<file path="src/rtl/incremental_linear_interpolator_defines.svh">
// Assertion macros shared by the interpolator RTL.
`ifndef INCREMENTAL_LINEAR_INTERPOLATOR_DEFINES_SVH
`define INCREMENTAL_LINEAR_INTERPOLATOR_DEFINES_SVH

`ifndef SYNTHESIS

// Same-cycle implication, disabled while reset is low
`define ILI_ASSERT_IMP(label, clk, rst_n, ante, cons) \
  label: assert property (@(posedge clk) disable iff (!rst_n) (ante) |-> (cons)) \
    else $error("ili: implication check failed");

// Next-cycle implication, disabled while reset is low
`define ILI_ASSERT_NXT(label, clk, rst_n, ante, cons) \
  label: assert property (@(posedge clk) disable iff (!rst_n) (ante) |=> (cons)) \
    else $error("ili: next-cycle check failed");

`else

`define ILI_ASSERT_IMP(label, clk, rst_n, ante, cons)
`define ILI_ASSERT_NXT(label, clk, rst_n, ante, cons)

`endif

`endif

</file>
<file path="src/rtl/ili_pkg.sv">
// Shared types and constants of the incremental linear interpolator.
package ili_pkg;

  // Default span field width
  localparam int unsigned COORD_WIDTH_DEF = 16;
  // Width of the running value
  localparam int unsigned VALUE_WIDTH = 32;

  // Request kinds carried on the input tuser
  localparam logic REQ_INIT = 1'b0;
  localparam logic REQ_STEP = 1'b1;

  // Operation of the shared add/subtract unit
  typedef enum logic {
    ALU_ADD,
    ALU_SUB
  } alu_op_e;

  // Kind of the item held by the sequencer
  typedef enum logic [1:0] {
    K_INIT,
    K_STEP,
    K_ERR
  } kind_e;

endpackage

</file>
<file path="src/rtl/ili_alu.sv">
// Shared add/subtract unit used by every multiply, divide and step cycle.
module ili_alu #(
  parameter int unsigned WIDTH = 18
) (
  input  ili_pkg::alu_op_e   op_i,
  input  logic [WIDTH-1:0]   a_i,
  input  logic [WIDTH-1:0]   b_i,
  output logic [WIDTH-1:0]   y_o,
  output logic               carry_o  // add: carry out; sub: 1 when a_i >= b_i
);

  logic             is_sub;
  logic [WIDTH-1:0] b_eff;

  // Subtract as a + ~b + 1
  assign is_sub = (op_i == ili_pkg::ALU_SUB);
  assign b_eff  = is_sub ? ~b_i : b_i;
  assign {carry_o, y_o} = {1'b0, a_i} + {1'b0, b_eff} + (WIDTH + 1)'(is_sub);

endmodule

</file>
<file path="src/rtl/incremental_linear_interpolator.sv">
// Top level of the incremental linear interpolator (integer DDA).
//
// Input stream: s_axis_tuser selects init (0) or step (1); s_axis_tdata
// holds the five span fields. Every transfer in gives one transfer out on
// m_axis with the running value and an error flag.
// Init runs |b-1-a| * |f-d| through a shift-add multiplier and then a
// restoring divider by |c-a|, both on one shared add/subtract unit, one bit
// per cycle. A step adds the value magnitude to the remainder; when the sum
// is not negative it divides it by the screen magnitude. A refused item
// (empty screen span, step before init) goes straight to the finish state.
// s_axis_tready is high only while no item is in work; one item at a time.
// The result sits in an output register; while the receiver stalls the
// sequencer holds the finished item, and a new item is taken once it left.
// Reset clears the running value, the stored span state and the init flag.
module incremental_linear_interpolator #(
  parameter int unsigned COORD_WIDTH = ili_pkg::COORD_WIDTH_DEF
) (
  input  logic                                         clk_i,
  input  logic                                         rst_ni,
  input  logic                                         s_axis_tvalid,
  output logic                                         s_axis_tready,
  // span_start, start_position, span_end, value_start, value_end
  input  logic [((5 * COORD_WIDTH + 7) / 8) * 8 - 1:0] s_axis_tdata,
  // req_type
  input  logic                                         s_axis_tuser,
  output logic                                         m_axis_tvalid,
  input  logic                                         m_axis_tready,
  // current_value
  output logic [ili_pkg::VALUE_WIDTH-1:0]              m_axis_tdata,
  // error
  output logic                                         m_axis_tuser
);

  `include "incremental_linear_interpolator_defines.svh"

  localparam int unsigned W  = COORD_WIDTH;
  localparam int unsigned MW = W + 1;             // magnitude width
  localparam int unsigned PW = 2 * MW;            // product / dividend width
  localparam int unsigned AW = MW + 1;            // shared unit and remainder width
  localparam int unsigned VW = ili_pkg::VALUE_WIDTH;
  localparam int unsigned QW = (PW > VW) ? PW : VW;
  localparam int unsigned CW = $clog2(PW);

  localparam logic [2:0] S_IDLE = 3'd0;
  localparam logic [2:0] S_MUL  = 3'd1;
  localparam logic [2:0] S_DIV  = 3'd2;
  localparam logic [2:0] S_ADD  = 3'd3;
  localparam logic [2:0] S_FIN  = 3'd4;

  logic [2:0]          state_q;
  ili_pkg::kind_e      kind_q;
  logic [CW-1:0]       cnt_q;
  logic [PW-1:0]       x_q;
  logic [MW-1:0]       r_q;
  logic [W-1:0]        d_q;
  logic                q_neg_q;
  logic                off_neg_q;
  logic                div_used_q;

  // Stored interpolator state
  logic [VW-1:0]       run_q;
  logic [AW-1:0]       rem_q;
  logic [MW-1:0]       vm_q;
  logic [MW-1:0]       sm_q;
  logic                step_neg_q;
  logic                init_q;

  logic                out_valid_q;
  logic                out_valid_d;
  logic [VW-1:0]       out_value_q;
  logic                out_err_q;

  // Input fields
  logic [W-1:0]        a_in, b_in, c_in, d_in, f_in;
  logic [W:0]          ca_w, fd_w;
  logic [AW-1:0]       off_w, off_abs;
  logic                ca_neg, fd_neg, off_neg, ca_zero;
  logic [W:0]          ca_abs, fd_abs;
  logic                in_fire, req_step;

  // Shared unit
  ili_pkg::alu_op_e    alu_op;
  logic [AW-1:0]       alu_a, alu_b, alu_y;
  logic                alu_carry;

  // Finish values
  logic [QW-1:0]       q_ext, q_sgn;
  logic [VW-1:0]       d_ext, n_ext, init_run, step_run, fin_value;
  logic [AW-1:0]       rem_pos, init_rem;
  logic                fin_load;

  assign a_in = s_axis_tdata[W-1:0];
  assign b_in = s_axis_tdata[2*W-1:W];
  assign c_in = s_axis_tdata[3*W-1:2*W];
  assign d_in = s_axis_tdata[4*W-1:3*W];
  assign f_in = s_axis_tdata[5*W-1:4*W];

  // Span differences and their magnitudes
  assign ca_w    = {c_in[W-1], c_in} - {a_in[W-1], a_in};
  assign fd_w    = {f_in[W-1], f_in} - {d_in[W-1], d_in};
  assign off_w   = {{2{b_in[W-1]}}, b_in} - {{2{a_in[W-1]}}, a_in} - AW'(1);
  assign ca_neg  = ca_w[W];
  assign fd_neg  = fd_w[W];
  assign off_neg = off_w[AW-1];
  assign ca_abs  = ca_neg ? -ca_w : ca_w;
  assign fd_abs  = fd_neg ? -fd_w : fd_w;
  assign off_abs = off_neg ? -off_w : off_w;
  assign ca_zero = (ca_w == '0);

  assign s_axis_tready = (state_q == S_IDLE);
  assign in_fire       = s_axis_tvalid & s_axis_tready;
  assign req_step      = (s_axis_tuser == ili_pkg::REQ_STEP);

  // Operand select for the shared unit
  always_comb begin
    alu_op = ili_pkg::ALU_ADD;
    alu_a  = '0;
    alu_b  = '0;
    case (state_q)
      S_MUL: begin
        alu_a = {1'b0, x_q[PW-1:MW]};
        alu_b = x_q[0] ? {1'b0, vm_q} : '0;
      end
      S_DIV: begin
        alu_op = ili_pkg::ALU_SUB;
        alu_a  = {r_q, x_q[PW-1]};
        alu_b  = {1'b0, sm_q};
      end
      S_ADD: begin
        alu_a = rem_q;
        alu_b = {1'b0, vm_q};
      end
      default: ;
    endcase
  end

  ili_alu #(
    .WIDTH (AW)
  ) u_alu (
    .op_i    (alu_op),
    .a_i     (alu_a),
    .b_i     (alu_b),
    .y_o     (alu_y),
    .carry_o (alu_carry)
  );

  // Result of an init: d + signed quotient, remainder with the sign of the offset
  assign q_ext    = QW'(x_q);
  assign q_sgn    = q_neg_q ? -q_ext : q_ext;
  assign d_ext    = {{(VW - W){d_q[W-1]}}, d_q};
  assign init_run = d_ext + q_sgn[VW-1:0];
  assign rem_pos  = {1'b0, r_q};
  assign init_rem = off_neg_q ? -rem_pos : rem_pos;

  // Result of a step: move by the whole screen magnitudes held
  assign n_ext    = {{(VW - MW){1'b0}}, x_q[MW-1:0]};
  assign step_run = step_neg_q ? (run_q - n_ext) : (run_q + n_ext);

  always_comb begin
    case (kind_q)
      ili_pkg::K_INIT: fin_value = init_run;
      ili_pkg::K_STEP: fin_value = step_run;
      default:         fin_value = run_q;
    endcase
  end

  assign fin_load    = (state_q == S_FIN) & (~out_valid_q | m_axis_tready);
  assign out_valid_d = fin_load | (out_valid_q & ~m_axis_tready);

  // Sequencer and stored state
  always_ff @(posedge clk_i or negedge rst_ni) begin
    if (!rst_ni) begin
      state_q     <= S_IDLE;
      out_valid_q <= 1'b0;
      init_q      <= 1'b0;
      run_q       <= '0;
      rem_q       <= '0;
      vm_q        <= '0;
      sm_q        <= '0;
      step_neg_q  <= 1'b0;
    end else begin
      out_valid_q <= out_valid_d;
      case (state_q)
        S_IDLE: begin
          if (in_fire) begin
            if (!req_step) begin
              if (ca_zero) begin
                state_q <= S_FIN;
              end else begin
                vm_q       <= fd_abs;
                sm_q       <= ca_abs;
                step_neg_q <= fd_neg ^ ca_neg;
                state_q    <= S_MUL;
              end
            end else if (!init_q) begin
              state_q <= S_FIN;
            end else begin
              state_q <= S_ADD;
            end
          end
        end
        S_MUL: begin
          if (cnt_q == '0) state_q <= S_DIV;
        end
        S_DIV: begin
          if (cnt_q == '0) state_q <= S_FIN;
        end
        S_ADD: begin
          // negative sum: no movement, keep the sum as remainder
          if (alu_y[AW-1]) begin
            rem_q   <= alu_y;
            state_q <= S_FIN;
          end else begin
            state_q <= S_DIV;
          end
        end
        S_FIN: begin
          if (fin_load) begin
            state_q <= S_IDLE;
            case (kind_q)
              ili_pkg::K_INIT: begin
                run_q  <= init_run;
                rem_q  <= init_rem;
                init_q <= 1'b1;
              end
              ili_pkg::K_STEP: begin
                run_q <= step_run;
                if (div_used_q) rem_q <= rem_pos;
              end
              default: ;
            endcase
          end
        end
        default: state_q <= S_IDLE;
      endcase
    end
  end

  // Work registers of the multiply and divide iterations
  always_ff @(posedge clk_i) begin
    case (state_q)
      S_IDLE: begin
        if (in_fire) begin
          if (req_step) begin
            kind_q <= init_q ? ili_pkg::K_STEP : ili_pkg::K_ERR;
          end else begin
            kind_q <= ca_zero ? ili_pkg::K_ERR : ili_pkg::K_INIT;
          end
          x_q       <= {{MW{1'b0}}, off_abs[MW-1:0]};
          cnt_q     <= CW'(MW - 1);
          d_q       <= d_in;
          off_neg_q <= off_neg;
          q_neg_q   <= off_neg ^ fd_neg ^ ca_neg;
        end
      end
      S_MUL: begin
        // right-shift multiply: add multiplicand when the low bit is set
        x_q <= {alu_y, x_q[MW-1:1]};
        if (cnt_q == '0) begin
          r_q   <= '0;
          cnt_q <= CW'(PW - 1);
        end else begin
          cnt_q <= cnt_q - 1'b1;
        end
      end
      S_DIV: begin
        // restoring divide: one quotient bit per cycle
        x_q <= {x_q[PW-2:0], alu_carry};
        r_q <= alu_carry ? alu_y[MW-1:0] : {r_q[MW-2:0], x_q[PW-1]};
        if (cnt_q != '0) cnt_q <= cnt_q - 1'b1;
      end
      S_ADD: begin
        if (alu_y[AW-1]) begin
          x_q        <= '0;
          div_used_q <= 1'b0;
        end else begin
          x_q        <= {alu_y[MW-1:0], {MW{1'b0}}};
          r_q        <= '0;
          cnt_q      <= CW'(MW - 1);
          div_used_q <= 1'b1;
        end
      end
      default: ;
    endcase
  end

  // Output register
  always_ff @(posedge clk_i) begin
    if (fin_load) begin
      out_value_q <= fin_value;
      out_err_q   <= (kind_q == ili_pkg::K_ERR);
    end
  end

  assign m_axis_tvalid = out_valid_q;
  assign m_axis_tdata  = out_value_q;
  assign m_axis_tuser  = out_err_q;

  // Checks
  `ILI_ASSERT_NXT(a_busy_after_accept, clk_i, rst_ni, in_fire, !s_axis_tready)
  `ILI_ASSERT_IMP(a_div_rem_below_divisor, clk_i, rst_ni, state_q == S_DIV, r_q < sm_q)
  `ILI_ASSERT_IMP(a_mul_only_for_init, clk_i, rst_ni, state_q == S_MUL, kind_q == ili_pkg::K_INIT)
  `ILI_ASSERT_NXT(a_early_step_refused, clk_i, rst_ni, in_fire && req_step && !init_q, state_q == S_FIN && kind_q == ili_pkg::K_ERR)

endmodule
</file>
<file path="config.mk">
export PLATFORM = sky130hd
export DESIGN_NAME = incremental_linear_interpolator
export DESIGN_NICKNAME = d
export VERILOG_FILES = /design/src/rtl/ili_pkg.sv /design/src/rtl/ili_alu.sv /design/src/rtl/incremental_linear_interpolator.sv
export VERILOG_INCLUDE_DIRS = /design/src /design/src/rtl
export SDC_FILE = /design/constraint.sdc
export NUM_CORES = 1
export LEC_CHECK = 0
export BUFFER_PORTS_ARGS = -buffer_cell sky130_fd_sc_hd__buf_4
export CAP_MARGIN = 20
export CORE_MARGIN = 5
export CORE_UTILIZATION = 63
export DETAILED_ROUTE_END_ITERATION = 6
export PLACE_DENSITY = 0.85
export SLEW_MARGIN = 10
export SYNTH_ARGS = -nofsm -noshare
export SYNTH_HDL_FRONTEND = slang
export SYNTH_SLANG_ARGS = --single-unit
</file>
<file path="constraint.sdc">
create_clock -name clk_i -period 6.7 [get_ports clk_i]
set_input_delay 0.67 -clock clk_i [delete_from_list [all_inputs] [get_ports clk_i]]
set_output_delay 0.67 -clock clk_i [all_outputs]
set_load 0.05 [all_outputs]
</file>
==> flow_summary.toml, run 1 <==
[outcome]
status = "complete, no violations"

[sta]
period_share_pct = 81.2
tns_ns = 0
final-max-slew-violation-count = 0
rsz0062_at_grt = "false"
max_slew_margin_pct = 28.8
setup_viol = 0
fin_crit_ns = 5.44
timing.final.hold_violations = 0
fin_skew_ns = 0.0145
timing.fmax_mhz = 184
tightest_slew_ns = 1.07

[global_route]
antenna_found_initial = 0
grt_max_degree = 55
grt.total_usage_pct = 28.5
grt_pass1_vias = 15400
grt_remaining_overflow = 0
grt_pass1_wl_mm = 78.3

[clocking]
htree_levels = 1
hold_buffers = 0
post_cts_resized = 0
clock-root-buffer = "clkbuf_16"
cts_made_buffers = 22
path_clk_slew_ns = 0.06
cts_buffer_depth = 3
clk_latency_ns = 0.52
cts_tree = "done"
cts_setup_buffers = 0
clock-sinks = 201

[place]
dp_cells = 2523
port_buffers = 119
post-dp-hpwl_mm = 36.8
gp_congestion = 0.948

[routing]
vias_per_cell = 6.29
first_pass_iters = 6
wl_per_cell_um = 18.8
vias = 16100
wl_met2_mm = 22.7
drc = 0
wl_mm = 48.2
wl_met3_mm = 3.54
dr.first_iter.drc_count = 1578
wl_met1_mm = 20.2
top_layer = "met4"
ant_nets = 0

[final_layout]
fill_cells = 2197
diodes = 0
drive_above_1_share_pct = 13.6
finish.net_count = 2388
area_growth_syn_to_layout_pct = 10.5
fin_cells = 2564

[logic_synthesis]
avgSynthCellArea_um2 = 8.65
synth_cell_type_count = 93
ys_warn_count = 0
ys_seq_elements = 201
ys_seq_area_share_pct = 30.9
synth_common_cells = "nand2_1, o21ai_0, nor2_1, xnor2_1, ha_1"
ys_async_sr_fraction_pct = 44.8
yosysTopAreaCellShare_pct = 18.4
synth_top_cell_by_area = "edfxtp_1"
netlist_instances = 2092
synth-edff-count = 111
ys.flop_type = "edfxtp_1"
syn-cell-area_um2 = 18100
synth.most_common_cell = "nand2_1"
syn_nets = 2316
synth_area_leaders = "edfxtp_1, dfrtp_1, ha_1"

[pwr]
powerDensity_nw_per_um2 = 579
p_leak_nw = 8.56
peakVddDrop_v = 0.000226

[worst_setup_path]
r2r_start = "q_ext[0]"
critical_path_class = "flop to flop"
arrival_ns = 5.79
r2r_end = "m_axis_tdata[29]"
crit_required_ns = 7.05
cp-end-kind = "flop"
reg2reg_slack_ns = 1.26
ff2ff_path_depth = 20
start_kind = "flop"
worstPathMaxFanout = 8

[floorplanning]
core_area_um2 = 28500
io_pins = 120
die_h_um = 179
initial_core_util_pct = 63.4
dieWidth_um = 179
rows = 62
die_area_um2 = 32200

[hold_path]
holdCritPathClass = "primary input to async pin"

[run]
maxCapViolCount = 0
worst max-delay path, stage by stage (launching register included):
cell	delay, ns
edfxtp_1	0.58
inv_1	0.12
ha_1	0.20
nand2_1	0.09
or4_4	0.45
or2_1	0.27
or3_1	0.37
or3_4	0.38
nor2b_1	0.15
xnor2_1	0.18
ha_1	0.36
and3_1	0.20
a221o_1	0.35
a31o_2	0.27
nor3_1	0.13
o21ai_0	0.17
a31o_2	0.25
o41ai_1	0.31
xnor2_1	0.16
nand2_1	0.08
o211ai_1	0.20
layout make-up:
cell class | count | area [µm²] | share of cell area [%]
clock buffers | 30 | 652 | 3.26
clock inverters | 10 | 88.8 | 0.444
repair buffers | 139 | 1040 | 5.22
flip-flops and latches | 201 | 5590 | 27.9
inverters | 105 | 394 | 1.97
multi-input cells | 1695 | 11700 | 58.8
well taps | 384 | 480 | 2.40
layout by cell type (no fill, tap or decap), types with 9 or more instances in the layout:
cell       instances
nand2_1          201
o21ai_0          178
nor2_1           171
xnor2_1          149
buf_4            139
ha_1             133
a21oi_1          131
edfxtp_1         111
inv_1            102
dfrtp_1           90
xor2_1            67
mux2_2            55
nor3_1            44
a21o_1            41
nor2b_1           40
a22oi_1           39
nand3_1           36
o21a_1            29
nand2b_1          27
mux2i_1           27
a211oi_1          25
or3_1             24
or2_2             23
clkbuf_16         23
o31ai_1           20
a31oi_1           19
o21bai_1          16
and3_1            12
and2_1            11
nand4_1           10
o221ai_1          10
o41ai_1            9
how the worst max path moves through the flow:
stage               startpoint                to  slack (ns)  depth (start not counted)
detailed placement    q_ext[0]  m_axis_tdata[31]        1.34                         21
global route          q_ext[0]  m_axis_tdata[31]        0.90                         20
finish                q_ext[0]  m_axis_tdata[29]        1.26                         20
global placement      q_ext[0]  m_axis_tdata[31]        1.51                         21
floorplan             q_ext[0]  m_axis_tdata[29]        1.88                         20
CTS                   q_ext[0]  m_axis_tdata[31]        1.32                         21
through the flow:
step	util, %	setup slack (ns)	power (W)	area, µm²	hold slack, ns
4_1_cts	70.0	1.32	0.0114	20000	0.157
6_report	70.0	1.26	0.0116	20000	0.152
3_5_place_dp	67.4	1.34	0.0101	19200	0.467
2_1_floorplan	-	1.88	0.00838	18100	0.374
3_3_place_gp	67.4	1.51	0.00988	19200	0.459
5_1_grt	70.0	0.902	0.0125	20000	0.183
power breakdown:
group | total [W] | switching (W) | internal, W | leakage, nW
Combinational | 0.00769 | 0.00454 | 0.00315 | 5.98
Clock | 0.00125 | 0.000527 | 0.000724 | 0.364
Sequential | 0.00262 | 0.000569 | 0.00205 | 2.22
Total | 0.0116 | 0.00564 | 0.00593 | 8.56
routing by layer:
metal  up-vias  global-route usage [%]
met5         -                       0
met4         0                    9.75
met3       118                    3.48
met2       693                    48.1
met1      7589                    38.3
li1       7735                       -
state kept, by name, summed over array words and instances, names as in the netlist, 2 cells and up:
register      count
cnt_q             6
m_axis_tdata     32
d_q              16
q_ext            34
vm_q             17
sm_q             17
r_q              17
state_q           3
kind_q            2
run_q            32
rem_q            18
cells by family after synthesis:
kind of cell | after synthesis | share of synthesized area, %
and+or+nand+nor | 639 | 16.8
xor gates and xnor gates | 216 | 10.5
adders and majority gates | 139 | 9.86
muxes | 90 | 5.58
AOI/OAI and AO/OA | 611 | 22.1
buffers and inverters | 196 | 4.29
DFF | 201 | 30.9
(Power assumes the default switching activity.)
==> run 2: changes to the inputs <==
Clock period 6.7 ns to 5.4 ns, I/O delays scaled along.
==> run 2 against run 1 <==
Against the previous run: total power up 26%; maximum frequency up 4.3%; combinational power up 26%; final area up 1.0%; register-to-register slack worse by 1.1 ns; setup slack worse by 1.1 ns; critical endpoint unchanged.
==> flow_summary.toml, run 2 (synthesis results as in run 1) <==
[final_layout]
diodes = 0
fill_cells = 2191
drive_above_1_share_pct = 14.6
layout.area.seq_um2 = 5590
multi_input_area_um2 = 11800
finish.net_count = 2407
fin_cells = 2584
largest_reg_flops = 34
layout_commonest_cell = "nand2_1"
layout_common_cells = "nand2_1, o21ai_0, nor2_1"
area_growth_syn_to_layout_pct = 11.6

[worst_setup_path]
arrival_ns = 5.57
critical_path_class = "flop to flop"
crit_slowest_cell = "or4_4"
crit_buf_inv = 1
crit_cells = 20
ff2ff_path_depth = 20
start_kind = "flop"
crit_family = "simple AND/OR/NAND/NOR gates"
worstPathMaxFanout = 5
critPathMaxStageDelay_ns = 0.46
crit_required_ns = 5.75
cp_cell_sequence = "inv_2, ha_2, nand2_1, or4_4, or2_1, or3_4, or3_4, nor2b_1, xnor2_1, ha_1, and3_1, a221o_1, a31o_2, nor3_1, o21ai_1, a31o_2, o41ai_2, xnor2_1, nand2_1, o211ai_1"
cp-end-kind = "flop"

[routing]
vias = 16100
wl_per_cell_um = 18.7
wl_mm = 48.3
drc = 0
wl_met1_mm = 20.4
wl_met2_mm = 23.0
wl_met3_mm = 3.17
first_pass_iters = 5
ant_nets = 0
vias_per_cell = 6.23
dr.first_iter.drc_count = 1469
top_layer = "met4"

[clocking]
cts_buffer_depth = 3
path_clk_slew_ns = 0.07
htree_levels = 1
clock-root-buffer = "clkbuf_16"
cts_made_buffers = 23
clock-sinks = 201
clk_latency_ns = 0.52
cts_tree = "done"

[pwr]
p_comb_share_pct = 67.0
power_w = 0.0145
clkPwrFrac_pct = 11.0
switching_share_pct = 48.5
p_int_w = 0.00747
powerDensity_nw_per_um2 = 719
switching_power_w = 0.00705
p_leak_nw = 8.66
peakVddDrop_v = 0.000311
seqPwrFrac_pct = 22.1

[global_route]
grt.total_usage_pct = 28.4
grt_remaining_overflow = 0
grt_max_degree = 64
grt_pass1_wl_mm = 77.8
grt_pass1_vias = 15300
antenna_found_initial = 0

[sta]
tightest_slew_ns = 1.07
fin_crit_ns = 5.21
period_share_pct = 96.5
fin_skew_ns = 0.0171
setup_viol = 0
setup_slack_ns = 0.187
timing.final.hold_violations = 0
max_slew_margin_pct = 28.3
timing.fmax_mhz = 192
final-max-slew-violation-count = 0

[floorplanning]
dieWidth_um = 179
core_area_um2 = 28500
rows = 62
die_area_um2 = 32200
initial_core_util_pct = 63.4
die_h_um = 179
io_pins = 120

[hold_path]
holdCritPathClass = "primary input to flop"
min_path_cells = 1

[outcome]
status = "complete, no violations"

[run]
maxCapViolCount = 0

[place]
pre_cts_slack_ns = 0.119
dp_cells = 2533
post-dp-hpwl_mm = 36.7
port_buffers = 119
gp_congestion = 0.975
-- run 2: layout make-up --
| class | count | share of cell area [%] |
|---|---|---|
| timing repair buffer | 157 | 5.91 |
| clock buffer | 29 | 3.26 |
| tap | 384 | 2.38 |
| multi-input combinational | 1695 | 58.3 |
| sequential | 201 | 27.6 |
| clock inverter | 13 | 0.576 |
| inverter | 105 | 1.95 |
-- run 2: layer usage --
metal  up-vias  global-route usage, %
met5         -                      0
met4         0                   10.1
met3       110                   3.40
met2       661                   48.6
met1      7567                   37.5
li1       7768                      -
-- run 2: through the flow --
step / setup TNS, ns / hold slack, ns / util [%] / cell area [µm²]
after floorplan: 0 / 0.244 / - / 18100
after global placement: 0 / 0.460 / 67.7 / 19300
after detailed placement: 0 / 0.468 / 67.7 / 19300
after CTS: 0 / 0.202 / 70.5 / 20100
after global routing: -0.0135 / 0.201 / 70.8 / 20200
final: 0 / 0.212 / 70.8 / 20200
-- run 2: final timing paths --
check / start / slack [ns] / endpoint
setup / recovery: q_ext[1] / 0.19 / m_axis_tdata[29]
hold / removal: s_axis_tdata[57] / 0.21 / d_q[9]
setup reg to reg: q_ext[1] / 0.19 / m_axis_tdata[29]
hold reg to reg: sm_q[1] / 0.48 / sm_q[1]
max in group asynchronous: rst_ni / 3.67 / sm_q[3]
min in group asynchronous: rst_ni / 0.51 / run_q[3]
-- run 2: power by group through the flow --
stage / Sequential [W] / Clock (W) / Combinational, W
finish: 0.00321 / 0.00159 / 0.00972
global route: 0.00328 / 0.00167 / 0.0106
CTS: 0.00318 / 0.00160 / 0.00948
detailed placement: 0.00320 / 0 / 0.00940
global placement: 0.00317 / 0 / 0.00912
floorplan: 0.00312 / 0 / 0.00728
-- run 2: repair_timing --
| action | in CTS | in global routing |
|---|---|---|
| gates cloned | 0 | 0 |
| setup buffers | 1 | 4 |
| hold endpoints to repair | 27 | 0 |
| resized for setup | 0 | 6 |
| pin swaps | 0 | 4 |
| hold buffers | 1 | 0 |
| endpoints found under the setup margin | 1 | 5 |
